<file path="config.mk">
export PLATFORM = sky130hd
export DESIGN_NAME = integer_to_radix_ascii_top_flat
export DESIGN_NICKNAME = d
export VERILOG_FILES = /design/src/sv/itra_pkg.sv /design/src/sv/itra_value_if.sv /design/src/sv/itra_char_if.sv /design/src/sv/itra_cfg_if.sv /design/src/sv/itra_digit_stack.sv /design/src/sv/integer_to_radix_ascii_top.sv /design/src/flat_wrapper.sv
export SDC_FILE = /design/constraint.sdc
export NUM_CORES = 1
export LEC_CHECK = 0
export ABC_AREA = 1
export BUFFER_PORTS_ARGS = -buffer_cell sky130_fd_sc_hd__buf_4
export CORE_MARGIN = 1
export CORE_UTILIZATION = 60
export CTS_CLUSTER_SIZE = 30
export DETAILED_ROUTE_END_ITERATION = 6
export GPL_TIMING_DRIVEN = 0
export PLACE_DENSITY = 0.78
export SETUP_SLACK_MARGIN = 0.4
export SLEW_MARGIN = 20
export SYNTH_ARGS = -nofsm -noshare
export SYNTH_HDL_FRONTEND = slang
export SYNTH_HIERARCHICAL = 1
export SYNTH_SLANG_ARGS = --single-unit
</file>
<file path="constraint.sdc">
create_clock -name clk_i -period 11.1 [get_ports clk_i]
set_input_delay 1.665 -clock clk_i [delete_from_list [all_inputs] [get_ports clk_i]]
set_output_delay 1.665 -clock clk_i [all_outputs]
set_load 0.02 [all_outputs]
</file>
<file path="src/sv/itra_pkg.sv">
// ----------------------------------------------------------------------------
// itra_pkg
// Shared types, constants, the digit to ASCII mapping and radix saturation
// for the integer to radix text converter.
// ----------------------------------------------------------------------------
package itra_pkg;

  localparam int unsigned ValueBits  = 32;
  localparam int unsigned RadixBits  = 6;
  localparam int unsigned CharBits   = 7;

  localparam logic [RadixBits-1:0] RadixMin   = 6'd2;
  localparam logic [RadixBits-1:0] RadixMax   = 6'd36;
  localparam logic [RadixBits-1:0] RadixReset = 6'd10;

  localparam logic [CharBits-1:0] MinusCode   = 7'h2d;
  localparam logic [CharBits-1:0] ZeroCode    = 7'h30;
  localparam logic [CharBits-1:0] LowerACode  = 7'h61;
  localparam logic [RadixBits-1:0] DecDigits  = 6'd10;

  typedef enum logic [1:0] {
    StIdle,
    StDiv,
    StEmit
  } itra_state_e;

  typedef struct packed {
    logic push;
    logic pop;
  } itra_stack_ctl_t;

  function automatic logic [CharBits-1:0] digit_to_ascii(logic [RadixBits-1:0] d);
    logic [CharBits-1:0] code;
    if (d < DecDigits) begin
      code = ZeroCode + {1'b0, d};
    end else begin
      code = LowerACode + {1'b0, d} - {1'b0, DecDigits};
    end
    return code;
  endfunction

  function automatic logic [RadixBits-1:0] saturate_radix(logic [RadixBits-1:0] r);
    logic [RadixBits-1:0] res;
    if (r < RadixMin) begin
      res = RadixMin;
    end else if (r > RadixMax) begin
      res = RadixMax;
    end else begin
      res = r;
    end
    return res;
  endfunction

endpackage

</file>
<file path="src/sv/itra_value_if.sv">
// ----------------------------------------------------------------------------
// itra_value_if
// Input channel: one signed integer per transfer.
// ----------------------------------------------------------------------------
interface itra_value_if #(
  parameter int unsigned VALUE_BITS = itra_pkg::ValueBits
);
  logic                         valid;
  logic                         ready;
  logic signed [VALUE_BITS-1:0] value;

  modport source (output valid, output value, input ready);
  modport sink (input valid, input value, output ready);
endinterface

</file>
<file path="src/sv/itra_char_if.sv">
// ----------------------------------------------------------------------------
// itra_char_if
// Output channel: one ASCII character per transfer with an end marker.
// ----------------------------------------------------------------------------
interface itra_char_if;
  logic                              valid;
  logic                              ready;
  logic [itra_pkg::CharBits-1:0]     character;
  logic                              last_char;

  modport source (output valid, output character, output last_char, input ready);
  modport sink (input valid, input character, input last_char, output ready);
endinterface

</file>
<file path="src/sv/itra_cfg_if.sv">
// ----------------------------------------------------------------------------
// itra_cfg_if
// Configuration write channel carrying the radix.
// ----------------------------------------------------------------------------
interface itra_cfg_if;
  logic                           valid;
  logic                           ready;
  logic [itra_pkg::RadixBits-1:0] radix;

  modport source (output valid, output radix, input ready);
  modport sink (input valid, input radix, output ready);
endinterface

</file>
<file path="src/sv/itra_digit_stack.sv">
// ----------------------------------------------------------------------------
// itra_digit_stack
// Last-in first-out shift stack for digits; the top entry is always at the
// front, so digits pushed least significant first pop most significant first.
// ----------------------------------------------------------------------------
module itra_digit_stack #(
  parameter int unsigned DEPTH = itra_pkg::ValueBits
) (
  input  logic                            clk_i,
  input  itra_pkg::itra_stack_ctl_t       ctl_i,
  input  logic [itra_pkg::RadixBits-1:0]  digit_i,
  output logic [itra_pkg::RadixBits-1:0]  top_o
);

  logic [itra_pkg::RadixBits-1:0] entry_q [DEPTH];

  always_ff @(posedge clk_i) begin
    if (ctl_i.push) begin
      entry_q[0] <= digit_i;
      for (int k = 1; k < DEPTH; k++) begin
        entry_q[k] <= entry_q[k-1];
      end
    end else if (ctl_i.pop) begin
      for (int k = 0; k < DEPTH - 1; k++) begin
        entry_q[k] <= entry_q[k+1];
      end
    end
  end

  assign top_o = entry_q[0];

endmodule

</file>
<file path="src/sv/integer_to_radix_ascii_top.sv">
// ----------------------------------------------------------------------------
// integer_to_radix_ascii_top
// Converts a signed integer to its ASCII text in a programmable radix,
// most significant character first, with a leading minus for negatives.
//
//   channel  dir  payload               transfer when
//   cfg_i    in   radix (6b)            valid && ready (ready always high)
//   in_i     in   value (VALUE_BITS)    valid && ready
//   out_o    out  character, last_char  valid && ready
//
// each digit is computed on the shared restoring-division subtractor,
// one quotient bit per cycle, and pushed on the digit stack
// characters (sign plus digits) then go out one per cycle while the
// output side keeps up
// output stalls hold the character register and pause emission
// reset sets radix to 10 and returns the sequencer to idle
// ----------------------------------------------------------------------------
module integer_to_radix_ascii_top #(
  parameter int unsigned VALUE_BITS = itra_pkg::ValueBits
) (
  input  logic        clk_i,
  input  logic        rst_ni,
  itra_cfg_if.sink    cfg_i,
  itra_value_if.sink  in_i,
  itra_char_if.source out_o
);

  localparam int unsigned BitW = $clog2(VALUE_BITS);
  localparam int unsigned CntW = $clog2(VALUE_BITS + 1);
  localparam int unsigned RW   = itra_pkg::RadixBits;
  localparam int unsigned CW   = itra_pkg::CharBits;

  itra_pkg::itra_state_e state_q, state_d;

  logic [RW-1:0]         radix_q;
  logic [VALUE_BITS-1:0] mag_q, mag_d;
  logic [RW-1:0]         rem_q, rem_d;
  logic [BitW-1:0]       bit_q, bit_d;
  logic [CntW-1:0]       ndig_q, ndig_d;
  logic                  neg_q, neg_d;
  logic                  out_valid_q, out_valid_d;
  logic [CW-1:0]         out_char_q, out_char_d;
  logic                  out_last_q, out_last_d;

  logic [VALUE_BITS-1:0] raw;
  logic [RW:0]           trial;
  logic [RW:0]           diff;
  logic                  fits;
  logic [RW-1:0]         rem_step;
  logic [RW-1:0]         top_digit;
  logic                  in_ready;
  itra_pkg::itra_stack_ctl_t stack_ctl;

  // radix register
  assign cfg_i.ready = 1'b1;

  always_ff @(posedge clk_i or negedge rst_ni) begin
    if (!rst_ni) begin
      radix_q <= itra_pkg::RadixReset;
    end else if (cfg_i.valid) begin
      radix_q <= itra_pkg::saturate_radix(cfg_i.radix);
    end
  end

  // shared subtractor
  assign raw      = in_i.value;
  assign trial    = {rem_q, mag_q[VALUE_BITS-1]};
  assign diff     = trial - {1'b0, radix_q};
  assign fits     = (trial >= {1'b0, radix_q});
  assign rem_step = fits ? diff[RW-1:0] : trial[RW-1:0];

  itra_digit_stack #(
    .DEPTH (VALUE_BITS)
  ) u_stack (
    .clk_i   (clk_i),
    .ctl_i   (stack_ctl),
    .digit_i (rem_step),
    .top_o   (top_digit)
  );

  always_comb begin
    state_d     = state_q;
    mag_d       = mag_q;
    rem_d       = rem_q;
    bit_d       = bit_q;
    ndig_d      = ndig_q;
    neg_d       = neg_q;
    out_valid_d = out_valid_q;
    out_char_d  = out_char_q;
    out_last_d  = out_last_q;
    stack_ctl   = '0;
    in_ready    = 1'b0;

    if (out_valid_q && out_o.ready) begin
      out_valid_d = 1'b0;
    end

    case (state_q)
      itra_pkg::StIdle: begin
        in_ready = 1'b1;
        if (in_i.valid) begin
          neg_d   = raw[VALUE_BITS-1];
          mag_d   = raw[VALUE_BITS-1] ? (~raw + VALUE_BITS'(1)) : raw;
          rem_d   = '0;
          bit_d   = '0;
          ndig_d  = '0;
          state_d = itra_pkg::StDiv;
        end
      end
      itra_pkg::StDiv: begin
        rem_d = rem_step;
        mag_d = {mag_q[VALUE_BITS-2:0], fits};
        bit_d = bit_q + BitW'(1);
        if (bit_q == BitW'(VALUE_BITS - 1)) begin
          stack_ctl.push = 1'b1;
          ndig_d = ndig_q + CntW'(1);
          rem_d  = '0;
          bit_d  = '0;
          if ((mag_d == '0) || (ndig_q == CntW'(VALUE_BITS - 1))) begin
            state_d = itra_pkg::StEmit;
          end
        end
      end
      itra_pkg::StEmit: begin
        if (!out_valid_q || out_o.ready) begin
          out_valid_d = 1'b1;
          if (neg_q) begin
            out_char_d = itra_pkg::MinusCode;
            out_last_d = 1'b0;
            neg_d      = 1'b0;
          end else begin
            out_char_d    = itra_pkg::digit_to_ascii(top_digit);
            out_last_d    = (ndig_q == CntW'(1));
            stack_ctl.pop = 1'b1;
            ndig_d        = ndig_q - CntW'(1);
            if (ndig_q == CntW'(1)) begin
              state_d = itra_pkg::StIdle;
            end
          end
        end
      end
      default: begin
        state_d = itra_pkg::StIdle;
      end
    endcase
  end

  always_ff @(posedge clk_i or negedge rst_ni) begin
    if (!rst_ni) begin
      state_q     <= itra_pkg::StIdle;
      bit_q       <= '0;
      ndig_q      <= '0;
      neg_q       <= 1'b0;
      out_valid_q <= 1'b0;
    end else begin
      state_q     <= state_d;
      bit_q       <= bit_d;
      ndig_q      <= ndig_d;
      neg_q       <= neg_d;
      out_valid_q <= out_valid_d;
    end
  end

  always_ff @(posedge clk_i) begin
    mag_q      <= mag_d;
    rem_q      <= rem_d;
    out_char_q <= out_char_d;
    out_last_q <= out_last_d;
  end

  assign in_i.ready      = in_ready;
  assign out_o.valid     = out_valid_q;
  assign out_o.character = out_char_q;
  assign out_o.last_char = out_last_q;

endmodule

</file>
<file path="src/flat_wrapper.sv">
// flat-port wrapper written by rule: the top's interface ports become plain ports
module integer_to_radix_ascii_top_flat 
#(
  parameter int unsigned VALUE_BITS = itra_pkg::ValueBits
)
  (clk_i, rst_ni, cfg_i_valid, cfg_i_radix, cfg_i_ready, in_i_valid, in_i_value, in_i_ready, out_o_valid, out_o_character, out_o_last_char, out_o_ready);
  itra_cfg_if cfg_i_i ();
  itra_value_if #(.VALUE_BITS(VALUE_BITS)) in_i_i ();
  itra_char_if out_o_i ();
  input  logic clk_i;
  input  logic rst_ni;
  input wire logic [$bits(cfg_i_i.valid)-1:0] cfg_i_valid;
  input wire logic [$bits(cfg_i_i.radix)-1:0] cfg_i_radix;
  output wire logic [$bits(cfg_i_i.ready)-1:0] cfg_i_ready;
  input wire logic [$bits(in_i_i.valid)-1:0] in_i_valid;
  input wire logic [$bits(in_i_i.value)-1:0] in_i_value;
  output wire logic [$bits(in_i_i.ready)-1:0] in_i_ready;
  output wire logic [$bits(out_o_i.valid)-1:0] out_o_valid;
  output wire logic [$bits(out_o_i.character)-1:0] out_o_character;
  output wire logic [$bits(out_o_i.last_char)-1:0] out_o_last_char;
  input wire logic [$bits(out_o_i.ready)-1:0] out_o_ready;
  assign cfg_i_i.valid = cfg_i_valid;
  assign cfg_i_i.radix = cfg_i_radix;
  assign cfg_i_ready = cfg_i_i.ready;
  assign in_i_i.valid = in_i_valid;
  assign in_i_i.value = in_i_value;
  assign in_i_ready = in_i_i.ready;
  assign out_o_valid = out_o_i.valid;
  assign out_o_character = out_o_i.character;
  assign out_o_last_char = out_o_i.last_char;
  assign out_o_i.ready = out_o_ready;
  integer_to_radix_ascii_top #(.VALUE_BITS(VALUE_BITS)) u_core (.clk_i(clk_i), .rst_ni(rst_ni), .cfg_i(cfg_i_i), .in_i(in_i_i), .out_o(out_o_i));
endmodule
</file>
==> results of run 1 <==
Yosys cell counts (all sizes together), types with 2 or more instances:
| library cell | n |
|---|---|
| dfrtp | 19 |
| buf | 61 |
| and2 | 2 |
| inv | 125 |
| o21ai | 119 |
| nor3 | 4 |
| xnor2 | 4 |
| nand3 | 165 |
| nor2 | 79 |
| o22ai | 6 |
| a21oi | 35 |
| or2 | 4 |
| clkbuf | 10 |
| xor2 | 5 |
| dfstp | 2 |
| ha | 20 |
| nand2 | 487 |
| nand3b | 5 |
| edfxtp | 238 |
| nand4 | 11 |
sequential cells by signal, indices dropped and copies added (netlist names):
signal,count
u_core/out_o.valid,1
u_core/radix_q,6
u_core/state_q,2
u_core/rem_q,6
u_core/u_stack/entry_q,192
u_core/out_o.character,7
u_core/ndig_q,6
u_core/neg_q,1
u_core/out_o.last_char,1
u_core/mag_q,32
u_core/bit_q,5
through the flow:
stage | cells | cell area, µm² | utilization, % | power (mW) | setup WS [ns]
5_1_grt | 1798 | 14900 | 70.5 | 3.86 | 6.88
4_1_cts | 1798 | 14900 | 70.5 | 3.67 | 7.13
2_1_floorplan | 1413 | 13000 | - | 2.32 | 4.10
3_5_place_dp | 1746 | 13900 | 65.8 | 2.64 | 7.07
3_3_place_gp | 1740 | 13800 | 65.0 | 2.58 | 2.20
6_report | 1798 | 14900 | 70.5 | 3.66 | 7.15
layer usage:
layer  vias to the layer above  share of wire [%]  routed length, µm
met5                         -                  0                  0
met4                         0                2.0                563
met3                        43                5.5               1570
met2                       294                 48              13800
met1                      4796                 44              12800
li1                       4916                  -                  -
layout by cell type, fill, tap and decap left out, types with 4 or more instances in the layout:
cell	count
bufinv_16	7
clkbuf_1	13
xnor2_1	4
nand3_1	163
a21oi_1	34
nand4_1	11
clkinv_2	9
buf_4	81
o22ai_1	6
edfxtp_1	238
nor2_2	5
o21ai_1	67
inv_2	8
ha_1	20
inv_1	116
nand3b_1	5
buf_2	29
dfrtp_1	19
clkinv_1	4
clkbuf_16	29
o21ai_0	49
nor2_1	71
nand2_1	485
xor2_1	5
path summary, 6_finish.rpt:
kind,end
max in group asynchronous,u_core/radix_q[3]$_DFFE_PN1P_
worst min-delay path,u_core/u_stack/entry_q[1][93]$_DFFE_PP_
worst max-delay path,u_core/u_stack/entry_q[0][9]$_DFFE_PP_
min in group asynchronous,u_core/ndig_q[1]$_DFFE_PN0P_
worst max register to register,u_core/u_stack/entry_q[0][9]$_DFFE_PP_
worst min register to register,u_core/u_stack/entry_q[1][93]$_DFFE_PP_
layout make-up:
class,instances,area [µm²]
buffer,71,434
clock buffer,32,737
clock inverter,20,270
fill,1583,6240
inverter,125,472
multi-input combinational,958,4450
sequential,259,7670
tap,275,344
timing repair buffer,58,533
kinds of logic (layout without fill, tap and decap cells):
kind of cell	after synthesis	in the layout
compound gates	169	169
xor+xnor	9	9
fa+ha+maj	21	21
buf+inv	196	306
flops	259	259
other cells	1	1
simple gates	758	758
report_power, final:
| group | switching (mW) | leakage (nW) | internal [mW] | total, mW |
|---|---|---|---|---|
| logic | 0.699 | 3.45 | 0.369 | 1.07 |
| clock network | 0.377 | 0.501 | 0.636 | 1.01 |
| registers | 0.125 | 2.47 | 1.45 | 1.58 |
==> results.cfg, run 1 <==
[die]
die_x_um = 149
rows = 53
die_y_um = 149
io-pin-count = 54
die_area_um2 = 22300
coreArea_um2 = 21200
start_util_pct = 61.5

[setup_path]
ff2ff_path_depth = 11
crit_slowest_cell = clkbuf_1
reg2reg_slack_ns = 7.15
worst-setup-path-type = reg -> reg
critPathLaunch = u_core/state_q[1]$_DFFE_PN0P_
worstPathMaxFanout = 57
cp_cell_sequence = inv_1, ha_1, clkbuf_1, clkbuf_1, nand2_1, inv_1, buf_4, buf_2, or2_4, buf_12, buf_16
cp.depth = 11
crit_family = buffers and inverters
slowest_delay_ns = 0.51
crit_required_ns = 11.31
regToRegStartpoint = u_core/state_q[1]$_DFFE_PN0P_
cp-start-kind = flip-flop
endpoint_kind = flip-flop
timing.critical_path.buf_inv = 8
arrival_ns = 4.16

[global_routing]
grt_max_degree = 58
grt_pass1_vias = 9644
met2_usage_pct = 43.8
grt_antenna_before_repair = 0
grt_pass1_wl_mm = 46.6
track_usage_pct = 26.3
grtUsageMet3_pct = 4.01
gr-total-overflow = 0
grt.busiest_layer = met2
use_met1_pct = 36.2

[logic_synthesis]
synth_simple_gate_area_share_pct = 24.5
synth_compound_area_share_pct = 6.89
synthMuxAreaShare_pct = 0
synth.top_cell.area_share_pct = 54.9
synth-seq-cells = 259
synth_top_family_by_area = simple AND/OR/NAND/NOR gates
ys_seq_area_share_pct = 58.9
yosys.area_share.adder_pct = 2.08
async_flop_share_pct = 8.11
netlist_instances = 1413
synthTopCellsByArea = edfxtp_1, nand2_1, nand3_1
synth.largest_area_cell = edfxtp_1
netlist_area_um2 = 13000
synth-main-ff-cell = edfxtp_1
avgSynthCellArea_um2 = 9.21
synth_edf_count = 238
syn_nets = 1477
yosysWarnings = 6
synth_xor_area_share_pct = 0.605
synth.distinct_cells = 47

[timing]
timing.fmax_mhz = 253
setup_tns_ns = 0
relSlewSlack_pct = 49.2
final_max_slew_viol_count = 0
period_minus_slack_ns = 3.95
setup_viol_count_final = 0
final.setup_skew_ns = 0.00917
worstMarginPinSlew_ns = 0.759
rsz0062_at_grt = no
min_period_over_period_pct = 35.6
finalHoldViolations = 0
whs_ns = 0.457

[final_layout]
drive_gt1_share_pct = 12.8
num-nets-final = 1565
syn2layout_area_growth_pct = 14.6
diodes = 0

[cts]
tritoncts = yes
cts_setup_buffers = 0
cts.path.max_buffers = 3
hold_buffers = 0
cts-buffers-inserted = 28
clock_sinks = 259
cts-root-buf = clkbuf_16
path_clk_slew_ns = 0.06
cts_htree_levels = 1
cts.repair.resized = 0
worst_skew_pair.late_latency_ns = 0.54

[route]
routedWlPerCell_um = 16.0
viasPerCell = 5.59
routed_wl_mm = 28.7
postRouteAntennaNets = 0
via_count = 10000
dr.pass1.iters = 5
drt-initial-drc-count = 849
drc = 0

[power]
p_leak_nw = 6.42
ir_drop_mv = 0.159
power_density_nw_per_um2 = 245

[placed_design]
hpwl_mm = 19.5
io_buffers = 52
gp_congestion = 0.894

[status]
outcome = finished, final reports clean

[worst_hold_path]
min_from = u_core/u_stack/entry_q[1][87]$_DFFE_PP_
hold_path_class = reg -> reg
min_path_cells = 0

[flow_run]
maxCapViolCount = 0
(Power assumes the default switching activity.)
==> run 2, diff against run 1 <==
Clock period 11.1 ns to 3.7 ns, I/O delays scaled along.
==> run 2 against run 1 <==
Sequential power rose to 3.0 times the previous value. Register-to-register slack worse by 6.4 ns. Design area down 1.5%. Wire length down 0.98%.
==> results.cfg, run 2 (synthesized netlist as in run 1, its figures left out) <==
[timing]
setup_ws_ns = 0.703
setup_tns_ns = 0
relSlewSlack_pct = 54.3
finalHoldViolations = 0
setup_viol_count_final = 0
timing.fmax_mhz = 334
rsz0062_at_grt = no
worstMarginPinSlew_ns = 0.683
final_max_slew_viol_count = 0
final.setup_skew_ns = 0.00922
min_period_over_period_pct = 81.0
period_minus_slack_ns = 3.00

[route]
via_count = 9993
drt-initial-drc-count = 775
dr.pass1.iters = 5
drc = 0
viasPerCell = 5.57
routed_wl_mm = 28.4
routedWlPerCell_um = 15.8
postRouteAntennaNets = 0

[cts]
cts-root-buf = clkbuf_16
path_clk_slew_ns = 0.06
cts_htree_levels = 1
cts_setup_buffers = 0
cts.path.max_buffers = 3
cts-buffers-inserted = 27
clock_sinks = 259
cts.repair.resized = 0
tritoncts = yes
worst_skew_pair.late_latency_ns = 0.53

[placed_design]
hpwl_mm = 19.4
gp_congestion = 0.924
io_buffers = 52
dp_slack_ns = 0.511

[final_layout]
register_area_um2 = 7670
largest_reg_flops = 192
drive_gt1_share_pct = 12.2
multi_input_area_um2 = 4460
num-nets-final = 1565
syn2layout_area_growth_pct = 12.8
final_common_cell = nand2_1
finish.utilization_pct = 69.5
mostFrequentLayoutCells = nand2_1, edfxtp_1, nand3_1
num-fill-cells = 1598
top_register = u_core/u_stack/entry_q
diodes = 0

[power]
ir_drop_mv = 0.411
power_density_nw_per_um2 = 704
p_leak_nw = 6.30

[setup_path]
endpoint_kind = flip-flop
slowest_delay_ns = 0.43
crit_required_ns = 3.91
cp-start-kind = flip-flop
crit_slowest_cell = or2_4
arrival_ns = 3.20
cpMostUsedCell = buf_4
cp_cell_sequence = inv_1, ha_1, clkbuf_2, clkbuf_4, nand2_1, inv_2, buf_4, buf_4, or2_4, buf_12
worst-setup-path-type = reg -> reg
worstPathMaxFanout = 45

[die]
die_x_um = 149
rows = 53
die_area_um2 = 22300
io-pin-count = 54
start_util_pct = 61.5
coreArea_um2 = 21200
die_y_um = 149

[global_routing]
grt_max_degree = 52
gr-total-overflow = 0
grt_pass1_vias = 9500
track_usage_pct = 26.1
grt_pass1_wl_mm = 46.5
grt_antenna_before_repair = 0

[status]
outcome = finished, final reports clean

[worst_hold_path]
hold_path_class = in -> reg

[flow_run]
maxCapViolCount = 0
-- run 2: changes by cell type in the layout (fill, tap and decap cells not counted), sizes merged --
cell and delta:
dlygate4sd3 +1, buf -1, or2 +1, clkinv +1, bufinv -6, clkbuf +1
-- run 2: worst paths after layout --
check                                                   startpoint                                       to  slack, ns  depth (start not counted)
setup / recovery                     u_core/state_q[1]$_DFFE_PN0P_  u_core/u_stack/entry_q[0][82]$_DFFE_PP_       0.70                         10
hold / removal                                         out_o_ready             u_core/out_o.valid$_DFF_PN0_       0.22                          2
setup reg to reg                     u_core/state_q[1]$_DFFE_PN0P_  u_core/u_stack/entry_q[0][82]$_DFFE_PP_       0.70                         10
hold reg to reg            u_core/u_stack/entry_q[1][88]$_DFFE_PP_  u_core/u_stack/entry_q[1][94]$_DFFE_PP_       0.46                          0
max in group asynchronous                                   rst_ni            u_core/radix_q[3]$_DFFE_PN1P_       2.95                          2
min in group asynchronous                                   rst_ni            u_core/state_q[1]$_DFFE_PN0P_       0.46                          2
-- run 2: metal layers --
metal,GRT usage [%],up-vias,part of all wire (%)
li1,-,4914,-
met1,37.7,4702,45
met2,42.6,338,47
met3,2.66,39,6.2
met4,6.73,0,2.0
met5,0,-,0
-- run 2: power by group --
part	leakage, nW	switching (mW)	internal [mW]
logic	3.45	2.08	1.08
clock network	0.383	1.07	1.39
registers	2.47	0.364	4.35
-- run 2: repair_timing --
action	4_1_cts	5_1_grt
hold buffers	1	0
setup endpoints to repair	0	142
hold endpoints to repair	19	0
-- run 2: layout make-up --
| class | count | area share, % |
|---|---|---|
| Buffer | 71 | 3.01 |
| Clock buffer | 33 | 4.75 |
| Clock inverter | 15 | 0.588 |
| Inverter | 125 | 3.21 |
| Multi-Input combinational cell | 959 | 30.4 |
| Sequential cell | 259 | 52.2 |
| Tap cell | 275 | 2.34 |
| Timing Repair Buffer | 58 | 3.47 |
-- run 2: through the flow --
| stage | instance area [µm²] | std cells | hold WS [ns] | total power, mW |
|---|---|---|---|---|
| final | 14700 | 1795 | 0.220 | 10.3 |
| after floorplan | 13000 | 1413 | 0.259 | 6.90 |
| after CTS | 14700 | 1794 | 0.215 | 10.4 |
| after detailed placement | 13900 | 1745 | 0.448 | 7.87 |
| after global placement | 13800 | 1740 | 0.432 | 7.64 |
| after global routing | 14700 | 1795 | 0.223 | 11.0 |
-- run 2: worst max-delay path, delay by kind of cell, from the launching register on --
family	cells	cell delay (ns)
buffers and inverters	7	1.50
AND/OR/NAND/NOR	2	0.51
flip-flops	1	0.41
adder cells (fa/ha/maj)	1	0.19
==> run 3, diff against run 2 <==
Settings changed: ABC_AREA 1 to 0.
Clock period 3.7 ns to 2.9 ns, I/O delays scaled along.
==> run 3 against run 2 <==
Non-clock buffer count is 25 higher. Clock skew rose by 0.010 ns. First-iteration DRC count decreased by 42%. Design area grew 2.8%. Die area shrank 3.8%. Register-to-register slack got worse by 0.30 ns. Hold slack worse by 0.071 ns. Clock power rose by 31%. Global-route usage shrank 3.3 points. Critical path depth up 1.
==> results.cfg, run 3 <==
[status]
outcome = finished, final reports clean

[final_layout]
finish.utilization_pct = 74.1
num-nets-final = 1066
register_area_um2 = 7680
final_common_cell = edfxtp_1
fin_cells = 1292
syn2layout_area_growth_pct = 20.6
multi_input_area_um2 = 4580
mostFrequentLayoutCells = edfxtp_1, mux2_2, buf_4
top_register = u_core/u_stack/entry_q
largest_reg_flops = 192
num-fill-cells = 1253
drive_gt1_share_pct = 39.6
diodes = 0

[timing]
timing.fmax_mhz = 401
relSlewSlack_pct = 55.9
setup_ws_ns = 0.407
min_period_over_period_pct = 86.0
final.setup_skew_ns = 0.0196
period_minus_slack_ns = 2.49
rsz0062_at_grt = yes
whs_ns = 0.149
worstMarginPinSlew_ns = 0.662
setup_viol_count_final = 0
final_max_slew_viol_count = 0
finalHoldViolations = 0

[setup_path]
worstPathMaxFanout = 8
timing.critical_path.buf_inv = 6
arrival_ns = 2.79
crit_family = buffers and inverters
cp-start-kind = flip-flop
crit_required_ns = 3.20
endpoint_kind = flip-flop
worst-setup-path-type = reg -> reg
crit_slowest_cell = dfrtp_1
cp_cell_sequence = ha_2, and3_1, ha_2, and2_4, buf_6, buf_12, buf_12, or2_4, buf_12, buf_12, clkbuf_16
cpMostUsedCell = buf_12
slowest_delay_ns = 0.39

[cts]
path_clk_slew_ns = 0.06
tritoncts = yes
cts-root-buf = clkbuf_16
clock_sinks = 259
cts.path.max_buffers = 3
cts-buffers-inserted = 27
cts_htree_levels = 1
worst_skew_pair.late_latency_ns = 0.54

[logic_synthesis]
synth_xor_area_share_pct = 2.52
ys_seq_area_share_pct = 61.3
netlist_instances = 864
synthTopCellsByArea = edfxtp_1, mux2_2, dfrtp_1
synth_top_family_by_area = multiplexers
synthMuxAreaShare_pct = 18.2
yosysWarnings = 6
synthMostInstantiatedCell = edfxtp_1
synth_simple_gate_area_share_pct = 6.76
async_flop_share_pct = 8.11
avgSynthCellArea_um2 = 14.5
synth.distinct_cells = 69
syn_nets = 928
netlist_area_um2 = 12500
synth.top_cell.area_share_pct = 57.1
synth_edf_count = 238
yosys.area_share.adder_pct = 2.24
synth-seq-cells = 259
synth.largest_area_cell = edfxtp_1
synth_compound_area_share_pct = 6.13
synth_top_cells_by_count = edfxtp_1, mux2_2, nand2_1, o21ai_0, inv_1
synth-main-ff-cell = edfxtp_1

[placed_design]
gp_congestion = 0.838
io_buffers = 52
hpwl_mm = 14.7
dp.cells = 1190
dp_slack_ns = -0.351

[global_routing]
grt_pass1_vias = 7486
grt_max_degree = 33
grt_antenna_before_repair = 0
gr-total-overflow = 0
grt_pass1_wl_mm = 39.0
track_usage_pct = 22.8

[die]
coreArea_um2 = 20400
io-pin-count = 54
start_util_pct = 61.5
die_y_um = 146
rows = 52
die_area_um2 = 21400
die_x_um = 146

[route]
viasPerCell = 5.83
postRouteAntennaNets = 0
dr.pass1.iters = 5
drc = 0
via_count = 7538
routed_wl_mm = 24.9
drt-initial-drc-count = 452
routedWlPerCell_um = 19.3

[power]
p_int_mw = 6.78
pwr-share-clk_pct = 36.6
pwr-share-comb_pct = 12.4
ir_drop_mv = 0.442
p_leak_nw = 5.23
power_density_nw_per_um2 = 584
sw_frac_of_total_pct = 23.1
seq_power_share_pct = 51.0
power.switching_mw = 2.04

[flow_run]
maxCapViolCount = 0

[worst_hold_path]
hold_path_class = in -> reg
[run 3: cells by family after synthesis]
family | Yosys count
flops | 259
mux | 196
simple gates | 159
xor+xnor | 36
buf+inv | 73
other cells | 1
fa+ha+maj | 22
compound gates | 118
[run 3: per-layer routing]
| layer | track usage (%) | up-vias | share of wire, % |
|---|---|---|---|
| met4 | 5.83 | 0 | 2.0 |
| li1 | - | 3573 | - |
| met2 | 38.3 | 158 | 49 |
| met3 | 2.88 | 41 | 3.9 |
| met5 | 0 | - | 0 |
| met1 | 31.7 | 3766 | 45 |
[run 3: metrics by stage]
stage | TNS [ns] | total power [mW] | instance area (µm²)
final | 0 | 8.81 | 15100
after global routing | 0 | 9.14 | 15100
after detailed placement | -47.84 | 5.49 | 13400
after floorplan | -101.00 | 5.19 | 12600
after global placement | -256.92 | 5.45 | 13300
after CTS | 0 | 8.78 | 14800
[run 3: timing repair]
item	in CTS	in global routing
pin swaps	3	4
gates resized for setup	33	21
hold endpoints to repair	19	0
buffers inserted	27	8
endpoints found under the setup margin	321	258
gates cloned	10	7
hold buffers	1	0
[run 3: layout make-up]
class | instances | share of cell area, %
Clock inverter | 9 | 0.315
Multi-Input combinational cell | 534 | 30.3
Clock buffer | 40 | 5.13
Tap cell | 270 | 2.24
Sequential cell | 259 | 50.8
Timing Repair Buffer | 107 | 7.87
Inverter | 26 | 0.646
Buffer | 47 | 2.64
[run 3: power by group through the flow]
stage	clock (mW)	sequential, mW	combinational [mW]
floorplan	0	4.51	0.680
global placement	0	4.56	0.889
detailed placement	0	4.56	0.923
CTS	3.28	4.49	1.01
global route	3.43	4.52	1.20
finish	3.23	4.50	1.09
[run 3: worst register-to-register path, stage by stage (launching register included)]
cell and delay [ns]:
dfrtp_1 0.39, ha_2 0.21, and3_1 0.19, ha_2 0.21, and2_4 0.18, buf_6 0.13, buf_12 0.12, buf_12 0.12
or2_4 0.25, buf_12 0.14, buf_12 0.15, clkbuf_16 0.17
[run 3: worst paths after layout]
check	startpoint	endpoint	slack [ns]	cells past startpoint
setup reg to reg	u_core/bit_q[0]$_DFFE_PN0P_	u_core/u_stack/entry_q[1][62]$_DFFE_PP_	0.41	11
hold / removal	cfg_i_radix[5]	u_core/radix_q[5]$_DFFE_PN0P_	0.15	3
max in group asynchronous	rst_ni	u_core/radix_q[3]$_DFFE_PN1P_	2.28	2
min in group asynchronous	rst_ni	u_core/ndig_q[2]$_DFFE_PN0P_	0.33	2
setup / recovery	u_core/bit_q[0]$_DFFE_PN0P_	u_core/u_stack/entry_q[1][62]$_DFFE_PP_	0.41	11
hold reg to reg	u_core/u_stack/entry_q[1][88]$_DFFE_PP_	u_core/u_stack/entry_q[1][94]$_DFFE_PP_	0.45	0
